`src/hw/rtl/mrrp_pkg.sv`:
```
package mrrp_pkg;

   typedef struct packed {
      logic [7:0] rx_byte;
      logic       last_byte;
   } req_type;

   typedef struct packed {
      logic        kind;
      logic [15:0] word;
      logic [6:0]  word_index;
      logic [1:0]  status;
      logic [7:0]  exception_code;
      logic [7:0]  func_code;
      logic        last;
   } rsp_type;

   typedef enum logic [1:0] {
      STATUS_OK        = 2'd0,
      STATUS_CRC_ERROR = 2'd1,
      STATUS_EXCEPTION = 2'd2,
      STATUS_TOO_SHORT = 2'd3
   } status_type;

   localparam logic KIND_DATA   = 1'b0;
   localparam logic KIND_STATUS = 1'b1;

   localparam logic [15:0] CRC_INIT   = 16'hFFFF;
   localparam logic [15:0] CRC_POLY   = 16'hA001;
   localparam logic [6:0]  WORD_LIMIT = 7'd127;

   localparam logic [7:0] FUNC_READ_COILS    = 8'd1;
   localparam logic [7:0] FUNC_READ_DISCRETE = 8'd2;
   localparam logic [7:0] FUNC_READ_HOLDING  = 8'd3;
   localparam logic [7:0] FUNC_READ_INPUT    = 8'd4;

endpackage

```
`src/hw/rtl/modbus_rtu_response_parser_top.sv`:
```
// Channel  | Dir | Payload   | Handshake
// req_     | in  | req_type  | req_valid / req_stall, one frame byte per request
// rsp_     | out | rsp_type  | rsp_valid / rsp_stall, data word or frame status
//
// One request per cycle, unless stalled: CRC update, field capture and word
// assembly are done in the accepting cycle, results go into a four-entry queue.
// A request gives at most two results (a word and the status on the last byte).
// req_stall rises while fewer than two queue entries are free.
// Synchronous reset clears the frame state and empties the queue.
module modbus_rtu_response_parser_top
   import mrrp_pkg::*;
#(
   parameter int MAX_FRAME_BYTES = 256
) (
   input  logic    clock,
   input  logic    reset,
   input  logic    req_valid,
   output logic    req_stall,
   input  req_type req_data,
   output logic    rsp_valid,
   input  logic    rsp_stall,
   output rsp_type rsp_data
);

   localparam int BP_W    = $clog2(MAX_FRAME_BYTES + 1);
   localparam int Q_DEPTH = 4;
   localparam int QP_W    = $clog2(Q_DEPTH);
   localparam int QC_W    = $clog2(Q_DEPTH + 1);

   function automatic logic [15:0] crc_byte(input logic [15:0] crc, input logic [7:0] b);
      logic [15:0] c;
      c = crc ^ {8'h00, b};
      for (int i = 0; i < 8; i++) begin
         if (c[0]) begin
            c = (c >> 1) ^ CRC_POLY;
         end else begin
            c = c >> 1;
         end
      end
      return c;
   endfunction

   logic [15:0]     crc_ff, crc_in;
   logic [7:0]      dly0_ff, dly0_in, dly1_ff, dly1_in;
   logic [BP_W-1:0] bp_ff, bp_in;
   logic [7:0]      func_ff, func_in;
   logic [7:0]      count_ff, count_in;
   logic [7:0]      half_ff, half_in;
   logic [6:0]      wp_ff, wp_in;

   rsp_type         q_ff [Q_DEPTH];
   logic [QP_W-1:0] wr_ptr_ff, wr_ptr_in, rd_ptr_ff, rd_ptr_in;
   logic [QC_W-1:0] cnt_ff, cnt_in;

   logic            accept, pop;
   logic [BP_W-1:0] idx, d;
   logic [8:0]      d9;
   logic            emit, emit_data;
   logic [15:0]     word_val;
   logic [15:0]     rx_crc;
   status_type      st;
   rsp_type         data_item, status_item, item0;
   logic            push0, push1;

   assign accept    = req_valid && !req_stall;
   assign pop       = rsp_valid && !rsp_stall;
   assign req_stall = cnt_ff > QC_W'(Q_DEPTH - 2);
   assign rsp_valid = cnt_ff != '0;
   assign rsp_data  = q_ff[rd_ptr_ff];

   assign idx = bp_ff - BP_W'(2);
   assign d   = bp_ff - BP_W'(5);
   assign d9  = 9'(d);

   always_comb begin
      crc_in   = crc_ff;
      dly0_in  = dly0_ff;
      dly1_in  = dly1_ff;
      bp_in    = bp_ff;
      func_in  = func_ff;
      count_in = count_ff;
      half_in  = half_ff;
      wp_in    = wp_ff;
      emit     = 1'b0;
      word_val = '0;

      if (bp_ff >= BP_W'(2)) begin
         crc_in = crc_byte(crc_ff, dly1_ff);
         if (bp_ff < BP_W'(MAX_FRAME_BYTES)) begin
            if (idx == BP_W'(1)) begin
               func_in = dly1_ff;
            end else if (idx == BP_W'(2)) begin
               count_in = dly1_ff;
            end else if (idx >= BP_W'(3)) begin
               if (func_ff == FUNC_READ_HOLDING || func_ff == FUNC_READ_INPUT) begin
                  if (!d[0]) begin
                     half_in = dly1_ff;
                  end else if ((d9 >> 1) < {2'b00, count_ff[7:1]}) begin
                     word_val = {half_ff, dly1_ff};
                     emit     = 1'b1;
                  end
               end else if (func_ff == FUNC_READ_COILS || func_ff == FUNC_READ_DISCRETE) begin
                  if (d9 < {1'b0, count_ff}) begin
                     if (!d[0]) begin
                        half_in = dly1_ff;
                        if (d9 + 9'd1 == {1'b0, count_ff}) begin
                           word_val = {8'h00, dly1_ff};
                           emit     = 1'b1;
                        end
                     end else begin
                        word_val = {dly1_ff, half_ff};
                        emit     = 1'b1;
                     end
                  end
               end
            end
         end
      end

      emit_data = emit && (wp_ff < WORD_LIMIT);
      if (emit_data) begin
         wp_in = wp_ff + 7'd1;
      end

      data_item                = '0;
      data_item.kind           = KIND_DATA;
      data_item.word           = word_val;
      data_item.word_index     = wp_ff;
      data_item.func_code      = func_in;

      rx_crc = {req_data.rx_byte, dly0_ff};
      if (bp_ff < BP_W'(4)) begin
         st = STATUS_TOO_SHORT;
      end else if (rx_crc != crc_in) begin
         st = STATUS_CRC_ERROR;
      end else if (bp_ff == BP_W'(4)) begin
         st = STATUS_EXCEPTION;
      end else begin
         st = STATUS_OK;
      end

      status_item                = '0;
      status_item.kind           = KIND_STATUS;
      status_item.word_index     = wp_in;
      status_item.status         = st;
      status_item.exception_code = (st == STATUS_EXCEPTION) ? count_in : 8'h00;
      status_item.func_code      = func_in;
      status_item.last           = 1'b1;

      item0 = emit_data ? data_item : status_item;
      push0 = emit_data || req_data.last_byte;
      push1 = emit_data && req_data.last_byte;

      if (req_data.last_byte) begin
         crc_in   = CRC_INIT;
         dly0_in  = '0;
         dly1_in  = '0;
         bp_in    = '0;
         func_in  = '0;
         count_in = '0;
         half_in  = '0;
         wp_in    = '0;
      end else begin
         dly1_in = dly0_ff;
         dly0_in = req_data.rx_byte;
         if (bp_ff < BP_W'(MAX_FRAME_BYTES)) begin
            bp_in = bp_ff + BP_W'(1);
         end
      end
   end

   always_comb begin
      wr_ptr_in = wr_ptr_ff;
      rd_ptr_in = rd_ptr_ff;
      cnt_in    = cnt_ff;
      if (accept) begin
         wr_ptr_in = wr_ptr_ff + QP_W'({1'b0, push0} + {1'b0, push1});
         cnt_in    = cnt_ff + QC_W'({1'b0, push0} + {1'b0, push1});
      end
      if (pop) begin
         rd_ptr_in = rd_ptr_ff + QP_W'(1);
         cnt_in    = cnt_in - QC_W'(1);
      end
   end

   always_ff @(posedge clock) begin
      if (reset) begin
         crc_ff    <= CRC_INIT;
         dly0_ff   <= '0;
         dly1_ff   <= '0;
         bp_ff     <= '0;
         func_ff   <= '0;
         count_ff  <= '0;
         half_ff   <= '0;
         wp_ff     <= '0;
         wr_ptr_ff <= '0;
         rd_ptr_ff <= '0;
         cnt_ff    <= '0;
      end else begin
         if (accept) begin
            crc_ff   <= crc_in;
            dly0_ff  <= dly0_in;
            dly1_ff  <= dly1_in;
            bp_ff    <= bp_in;
            func_ff  <= func_in;
            count_ff <= count_in;
            half_ff  <= half_in;
            wp_ff    <= wp_in;
         end
         wr_ptr_ff <= wr_ptr_in;
         rd_ptr_ff <= rd_ptr_in;
         cnt_ff    <= cnt_in;
      end
   end

   always_ff @(posedge clock) begin
      if (accept && push0) begin
         q_ff[wr_ptr_ff] <= item0;
      end
      if (accept && push1) begin
         q_ff[wr_ptr_ff + QP_W'(1)] <= status_item;
      end
   end

endmodule

```
`config.mk`:
```
export PLATFORM = sky130hd
export DESIGN_NAME = modbus_rtu_response_parser_top
export DESIGN_NICKNAME = d
export VERILOG_FILES = /design/src/hw/rtl/mrrp_pkg.sv /design/src/hw/rtl/modbus_rtu_response_parser_top.sv
export SDC_FILE = /design/constraint.sdc
export NUM_CORES = 1
export LEC_CHECK = 0
export BUFFER_PORTS_ARGS = -buffer_cell sky130_fd_sc_hd__buf_2
export CORE_ASPECT_RATIO = 1.2
export CORE_MARGIN = 2
export CORE_UTILIZATION = 46
export CTS_CLUSTER_DIAMETER = 80
export DETAILED_ROUTE_END_ITERATION = 10
export PLACE_DENSITY = 0.67
export SYNTH_ARGS = -nofsm -noshare
export SYNTH_HDL_FRONTEND = slang
export SYNTH_SLANG_ARGS = --single-unit
```
`constraint.sdc`:
```
create_clock -name clock -period 9.2 [get_ports clock]
set_input_delay 1.38 -clock clock [delete_from_list [all_inputs] [get_ports clock]]
set_output_delay 1.38 -clock clock [all_outputs]
set_load 0.05 [all_outputs]
```
==> results of run 1 <==
routing by layer:
metal / up-vias / part of all wire [%]
li1: 4553 / -
met5: - / 0
met1: 4665 / 43
met4: 0 / 3.3
met3: 65 / 5.3
met2: 262 / 49
state kept, by name, indices dropped and copies added (netlist names), named ones only:
signal     cells
dly1_ff        8
crc_ff        16
count_ff       8
wr_ptr_ff      2
rd_ptr_ff      2
func_ff        8
dly0_ff        8
cnt_ff         3
q_ff         168
half_ff        8
wp_ff          7
bp_ff          9
placed cells by master, fill, tap and decap left out, types with 26 or more instances in the layout:
| cell type | instances |
|---|---|
| sky130_fd_sc_hd__nand2_1 | 113 |
| sky130_fd_sc_hd__a22oi_1 | 32 |
| sky130_fd_sc_hd__o21ai_0 | 53 |
| sky130_fd_sc_hd__buf_2 | 57 |
| sky130_fd_sc_hd__a21o_1 | 36 |
| sky130_fd_sc_hd__mux4_2 | 42 |
| sky130_fd_sc_hd__a21oi_1 | 58 |
| sky130_fd_sc_hd__dfxtp_1 | 147 |
| sky130_fd_sc_hd__nand3_1 | 28 |
| sky130_fd_sc_hd__xor2_1 | 26 |
| sky130_fd_sc_hd__xnor2_1 | 31 |
| sky130_fd_sc_hd__mux2i_1 | 62 |
| sky130_fd_sc_hd__edfxtp_1 | 100 |
| sky130_fd_sc_hd__nor2_1 | 109 |
| sky130_fd_sc_hd__nor3_1 | 50 |
| sky130_fd_sc_hd__clkbuf_16 | 26 |
worst register-to-register path, stage by stage (launching register included):
cell	delay [ps]
sky130_fd_sc_hd__dfxtp_1	810
sky130_fd_sc_hd__inv_1	200
sky130_fd_sc_hd__ha_1	340
sky130_fd_sc_hd__nor2b_1	340
sky130_fd_sc_hd__nor4_1	110
sky130_fd_sc_hd__or2_2	310
sky130_fd_sc_hd__ha_1	290
sky130_fd_sc_hd__a21o_1	180
sky130_fd_sc_hd__a21oi_1	240
sky130_fd_sc_hd__a41o_1	250
sky130_fd_sc_hd__nand3_1	170
sky130_fd_sc_hd__a21oi_1	530
sky130_fd_sc_hd__or2_4	350
sky130_fd_sc_hd__inv_4	220
sky130_fd_sc_hd__fa_1	470
sky130_fd_sc_hd__inv_1	70
sky130_fd_sc_hd__ha_1	220
sky130_fd_sc_hd__mux2i_1	200
sky130_fd_sc_hd__ha_1	260
sky130_fd_sc_hd__mux2_2	260
sky130_fd_sc_hd__nor2_1	80
cell families after synthesis:
kind of cell	Yosys count
compound gates	271
mux	106
fa+ha+maj	24
buf+inv	123
xor+xnor	65
flops	249
simple gates	400
power breakdown:
part	internal [W]	total [W]	leakage (nW)	switching (W)
registers	0.00120	0.00124	2.19	0.0000433
clock network	0.000565	0.000998	0.395	0.000433
logic	0.000268	0.000826	2.60	0.000558
total	0.00203	0.00307	5.19	0.00103
synthesized netlist by cell type (24+ instances only):
cell and instances:
sky130_fd_sc_hd__dfxtp_1 149, sky130_fd_sc_hd__nand2_1 113, sky130_fd_sc_hd__nor2_1 109, sky130_fd_sc_hd__edfxtp_1 100, sky130_fd_sc_hd__clkbuf_1 68, sky130_fd_sc_hd__mux2i_1 62
sky130_fd_sc_hd__a21oi_1 58, sky130_fd_sc_hd__o21ai_0 53, sky130_fd_sc_hd__nor3_1 50, sky130_fd_sc_hd__mux4_2 42, sky130_fd_sc_hd__a21o_1 36, sky130_fd_sc_hd__a22oi_1 32
sky130_fd_sc_hd__xnor2_1 31, sky130_fd_sc_hd__nand3_1 28, sky130_fd_sc_hd__xor2_1 26, sky130_fd_sc_hd__inv_1 24
worst max-delay path by stage:
stage           endpoint  slack (ps)  cells past startpoint
6_report       cnt_ff[1]        3240                     20
5_1_grt        cnt_ff[1]        2810                     20
4_1_cts        cnt_ff[1]        3290                     20
3_5_place_dp   cnt_ff[1]        3310                     20
3_3_place_gp   cnt_ff[1]        3520                     20
2_1_floorplan  cnt_ff[1]        3860                     24
through the flow:
stage	hold WS [ps]	cell area, µm²
2_1_floorplan	419.8	12860
3_3_place_gp	431.2	13310
3_5_place_dp	437.4	13310
4_1_cts	452.2	14130
5_1_grt	469.4	14130
6_report	445.0	14130
cell type report:
| cell class | instances | area share (%) |
|---|---|---|
| Sequential cell | 249 | 42.37 |
| Clock buffer | 34 | 5.241 |
| Clock inverter | 13 | 0.5577 |
| Timing Repair Buffer | 72 | 2.815 |
| Tap cell | 379 | 3.355 |
| Inverter | 25 | 0.6817 |
| Multi-Input combinational cell | 866 | 44.98 |
==> results.tsv, run 1 <==
metric	value	unit
ports placed on the boundary	58	
post-synthesis mux area share	12.38	%
synthesized-area fraction occupied by adder cells	2.453	%
wire length of the first global-routing pass	52.24	mm
DRC violation count after routing	0	
total negative setup slack	0	ps
share of synthesized cell area in and, or, nand and nor gates	14.84	%
Multi-input gate area	6357	µm²
category of the worst setup path capture point	flip-flop	
biggest fanout along the worst timing path	45	
worst setup slack after placement	3307	ps
Global Route met3 Usage	2.757	%
count of instances resized after the clock tree is built	0	
Fmax achieved	167.9	MHz
grt ovf	0	
Skew-Pair Late Insertion Delay	530	ps
synthesized area divided by synthesized cell count	10.38	µm²
via count of the first global-routing pass	9513	
Syn Inst Count	1238	
largest family of logic cells by synthesized area	simple AND/OR/NAND/NOR gates	
classification of the worst setup path	reg -> reg	
post-placement cell count	1591	
via-per-instance ratio	5.827	
reported max-cap violation count	0	
signal arrival time at the worst endpoint	6420	ps
vertical die dimension	187.1	µm
CTS sink cnt	249	
Netlist Area Pre-Place	12860	µm²
Post CTS Setup Buffer Count	0	
GRT busiest layer	met2	
count of filler cells inserted in the layout	2491	
cell types occupying the most area after synthesis	sky130_fd_sc_hd__edfxtp_1 (23%), sky130_fd_sc_hd__dfxtp_1 (23%), sky130_fd_sc_hd__mux4_2 (7.4%)	
r2r startpoint	bp_ff[0]	
kind of path behind the tightest hold check	reg -> reg	
horizontal die dimension	156.6	µm
cell at the root of the clock tree	sky130_fd_sc_hd__clkbuf_16	
distinct cell type count of the synthesized netlist	75	
leakage power total	5.191	nW
hold-fix buffer count after cts	0	
critical path launch point	bp_ff[0]	
1st-iter DRT viols	692	
post-detail-place hpwl	21.72	mm
CP most frequent cell	sky130_fd_sc_hd__ha_1	
Slew HR	18.40	%
CP Cell Sequence	inv_1 > ha_1 > nor2b_1 > nor4_1 > or2_2 > ha_1 > a21o_1 > a21oi_1 > a41o_1 > nand3_1 > a21oi_1 > or2_4 > inv_4 > fa_1 > inv_1 > ha_1 > mux2i_1 > ha_1 > mux2_2 > nor2_1	
register clock-pin slew on the reported worst setup and hold paths	60	ps
layout overhead on the synthesized area	9.937	%
Setup crit start kind	flip-flop	
pin count of the biggest net entering global routing	59	
power per standard cell area	216.9	nW/µm²
cts bufs inserted	26	
per-cell routed wire length	19.82	µm
sequential area share after synthesis	46.56	%
reg-to-reg endpoint	cnt_ff[1]	
total via count in the routed design	9545	
proportion of layout cells with a drive suffix above 1	14.93	%
critical-path cell with the highest stage delay	sky130_fd_sc_hd__dfxtp_1	
number of detailed-route iterations in the first pass	5	
xor-xnor portion of the synthesized cell area	5.197	%
maximum count of clock buffers along a single path	3	
setup violators final	0	
number of synthesized flops with an enable pin	100	
Setup WS post-layout	3245	ps
CP Buf/Inv Count	3	
antenna violations before repair	0	
global routing met2 resource utilization	37.61	%
count of final max-slew check failures	0	
RePlAce Congestion	0.9030	
Top delay family on crit path	adder cells	
Final Total Pwr	0.003066	W
number of cells on the worst hold path	2	
final worst path period need	5955	ps
maximum ir drop on the vdd rail	0.0001953	V
Worst R2R Setup Slack	3240	ps
floorplan row count	67	
routing usage on met1	30.21	%
remaining number of nets flagged by the antenna check after routing	0	
register bit count reported by yosys	249	
final core utilization	50.94	%
Reg2Reg Depth	20	
result of the run	finished, final reports clean	
sequential standard cell area	5988	µm²
Clock H-tree levels	1	
placeable core region	27750	µm²
overall global routing resource usage	22.48	%
Critical Path Max Stage Delay	810	ps
ys flop type	sky130_fd_sc_hd__dfxtp_1	
complex-gate fraction of the synthesized area	14.53	%
final antenna diode count	0	
Worst Tran Pin Value	1224	ps
hold path start	q_ff[3][37]	
WHS Endpoint	q_ff[3][37]	
layout net count	1277	
proportion of netlist area held by the largest area contributor	23.36	%
async set or reset register ratio after synthesis	0	%
wirelength, routed	32.46	mm
worst clock skew on the final layout	9.272	ps
floorplan die area	29310	µm²
WP data required	9670	ps
starting density of the core	46.33	%
RSZ-0062 raised after global routing	no	
Tcrit/Tclk final	64.73	%
post-layout instance count excluding filler cells	1638	
hold violation total from the final report	0	
Port-buffer cells	57	
yosys warns	0	
cell accounting for the most synthesized area	sky130_fd_sc_hd__edfxtp_1	
net count of the mapped netlist	1275	
CTS tree	yes	
(Power assumes the default switching activity.)
==> run 2: changes to the inputs <==
--- a/config.mk
+++ b/config.mk
@@ -11,7 +11,7 @@
 export CORE_UTILIZATION = 46
 export CTS_CLUSTER_DIAMETER = 80
 export DETAILED_ROUTE_END_ITERATION = 10
-export PLACE_DENSITY = 0.67
+export PLACE_DENSITY = 0.7
 export SYNTH_ARGS = -nofsm -noshare
 export SYNTH_HDL_FRONTEND = slang
 export SYNTH_SLANG_ARGS = --single-unit
==> constraint.sdc (replaced) <==
create_clock -name clock -period 5.31 [get_ports clock]
set_input_delay 0.7965 -clock clock [delete_from_list [all_inputs] [get_ports clock]]
set_output_delay 0.7965 -clock clock [all_outputs]
set_load 0.05 [all_outputs]
==> results.tsv, run 2 (same netlist as run 1, synthesis figures left out) <==
metric	value	unit
via count of the first global-routing pass	9838	
horizontal die dimension	156.6	µm
wirelength, routed	33.62	mm
remaining number of nets flagged by the antenna check after routing	0	
hold-fix buffer count after cts	0	
proportion of total power due to net switching	33.63	%
vertical die dimension	187.1	µm
final worst path period need	4896	ps
CTS tree	yes	
layout net count	1301	
r2r startpoint	bp_ff[1]	
floorplan die area	29310	µm²
Post CTS Setup Buffer Count	0	
pin count of the biggest net entering global routing	58	
ports placed on the boundary	58	
Fmax achieved	204.3	MHz
proportion of power drawn by flip-flops and latches	40.4	%
critical path launch point	bp_ff[1]	
Tcrit/Tclk final	92.20	%
count of instances resized after the clock tree is built	0	
post-detail-place hpwl	22.54	mm
cts bufs inserted	27	
reported max-cap violation count	0	
count of final max-slew check failures	0	
Top reg by flops	q_ff	
starting density of the core	46.33	%
number of detailed-route iterations in the first pass	6	
end of the critical path	cnt_ff[1]	
leakage power total	5.337	nW
internal power	0.003584	W
switching pwr	0.001816	W
post-layout instance count excluding filler cells	1662	
registers with the most flip-flops	q_ff: 168 flops, crc_ff: 16 flops, bp_ff: 9 flops	
placeable core region	27750	µm²
total via count in the routed design	9817	
reg-to-reg endpoint	cnt_ff[1]	
Clock H-tree levels	1	
grt ovf	0	
Worst Tran Pin Value	1225	ps
register clock-pin slew on the reported worst setup and hold paths	60	ps
count of filler cells inserted in the layout	2481	
overall global routing resource usage	23.05	%
biggest fanout along the worst timing path	12	
CTS sink cnt	249	
power per standard cell area	376.6	nW/µm²
Clock Power Share	33.1	%
via-per-instance ratio	5.907	
final antenna diode count	0	
cell at the root of the clock tree	sky130_fd_sc_hd__clkbuf_16	
wire length of the first global-routing pass	53.40	mm
worst clock skew on the final layout	14.29	ps
Worst R2R Setup Slack	410	ps
antenna violations before repair	0	
setup violators final	0	
layout overhead on the synthesized area	11.52	%
hold violation total from the final report	0	
WP data required	5780	ps
classification of the worst setup path	reg -> reg	
maximum count of clock buffers along a single path	3	
Port-buffer cells	57	
total negative setup slack	0	ps
result of the run	finished, final reports clean	
RePlAce Congestion	0.8630	
1st-iter DRT viols	881	
category of the worst setup path capture point	flip-flop	
signal arrival time at the worst endpoint	5370	ps
Skew-Pair Late Insertion Delay	540	ps
Reg2Reg Depth	20	
RSZ-0062 raised after global routing	no	
number of flip-flops under the largest register name	168	
per-cell routed wire length	20.23	µm
part of the total power dissipated in combinational logic	26.5	%
Setup crit start kind	flip-flop	
proportion of layout cells with a drive suffix above 1	16.60	%
post-placement cell count	1612	
floorplan row count	67	
most common cell after layout, fill and taps aside	sky130_fd_sc_hd__dfxtp_1	
DRC violation count after routing	0	
most frequent cells in the layout	sky130_fd_sc_hd__dfxtp_1 (147), sky130_fd_sc_hd__nand2_1 (113), sky130_fd_sc_hd__nor2_1 (109), sky130_fd_sc_hd__edfxtp_1 (100), sky130_fd_sc_hd__mux2i_1 (62)	
hold path start	q_ff[3][41]	
maximum ir drop on the vdd rail	0.0003567	V
kind of path behind the tightest hold check	reg -> reg	
Slew HR	18.05	%
## run 2: area by class of cell
cell class | instances | area, µm² | share of cell area (%)
sequential | 249 | 5988 | 41.77
multi-input combinational | 866 | 6361 | 44.37
timing repair buffer | 95 | 570.5 | 3.979
tap | 379 | 474.2 | 3.307
clock buffer | 37 | 784.5 | 5.472
inverter | 25 | 96.34 | 0.6720
clock inverter | 11 | 62.56 | 0.4363
## run 2: critical path, stage by stage (launching register included)
cell	delay, ps
sky130_fd_sc_hd__dfxtp_1	430
sky130_fd_sc_hd__inv_1	150
sky130_fd_sc_hd__ha_1	230
sky130_fd_sc_hd__nor2b_1	320
sky130_fd_sc_hd__nor4_1	120
sky130_fd_sc_hd__or2_2	310
sky130_fd_sc_hd__ha_1	290
sky130_fd_sc_hd__a21o_1	180
sky130_fd_sc_hd__a21oi_1	250
sky130_fd_sc_hd__a41o_1	260
sky130_fd_sc_hd__nand3_1	180
sky130_fd_sc_hd__a2111oi_4	340
sky130_fd_sc_hd__or2_4	290
sky130_fd_sc_hd__inv_4	50
sky130_fd_sc_hd__fa_1	380
sky130_fd_sc_hd__inv_1	60
sky130_fd_sc_hd__ha_1	220
sky130_fd_sc_hd__mux2i_1	190
sky130_fd_sc_hd__ha_1	260
sky130_fd_sc_hd__mux2_2	260
sky130_fd_sc_hd__nor2_1	70
## run 2: worst min-delay path by stage
stage / endpoint / slack [ps] / cells past startpoint
after global routing: q_ff[2][35] / 470 / 1
after detailed placement: q_ff[3][41] / 440 / 2
after global placement: q_ff[1][34] / 430 / 2
after floorplan: q_ff[1][34] / 420 / 2
after CTS: q_ff[3][41] / 460 / 2
final: q_ff[3][41] / 450 / 2
## run 2: power groups by stage
stage | registers (W) | clock network [W] | logic, W
after floorplan | 0.00215 | 0 | 0.00116
after global placement | 0.00222 | 0 | 0.00142
after detailed placement | 0.00222 | 0 | 0.00143
after CTS | 0.00218 | 0.00181 | 0.00143
after global routing | 0.00219 | 0.00189 | 0.00153
final | 0.00218 | 0.00179 | 0.00143
## run 2: stage by stage
stage | hold slack, ps | util (%) | cell area, µm² | power (W) | setup slack (ps)
2_1_floorplan | 419.8 | - | 12860 | 0.003309 | 33.76
3_3_place_gp | 430.0 | 48.56 | 13480 | 0.003639 | 520.1
3_5_place_dp | 442.1 | 48.56 | 13480 | 0.003651 | 336.8
4_1_cts | 456.2 | 51.62 | 14320 | 0.005422 | 313.8
5_1_grt | 471.1 | 51.67 | 14340 | 0.005617 | 15.48
6_report | 451.4 | 51.67 | 14340 | 0.005400 | 414.3
## run 2: metal layers
| metal | track usage, % | vias up | part of all wire [%] |
|---|---|---|---|
| li1 | - | 4602 | - |
| met5 | 0 | - | 0 |
| met4 | 8.504 | 0 | 3.6 |
| met1 | 30.02 | 4785 | 42 |
| met2 | 38.95 | 346 | 48 |
| met3 | 3.267 | 84 | 6.1 |
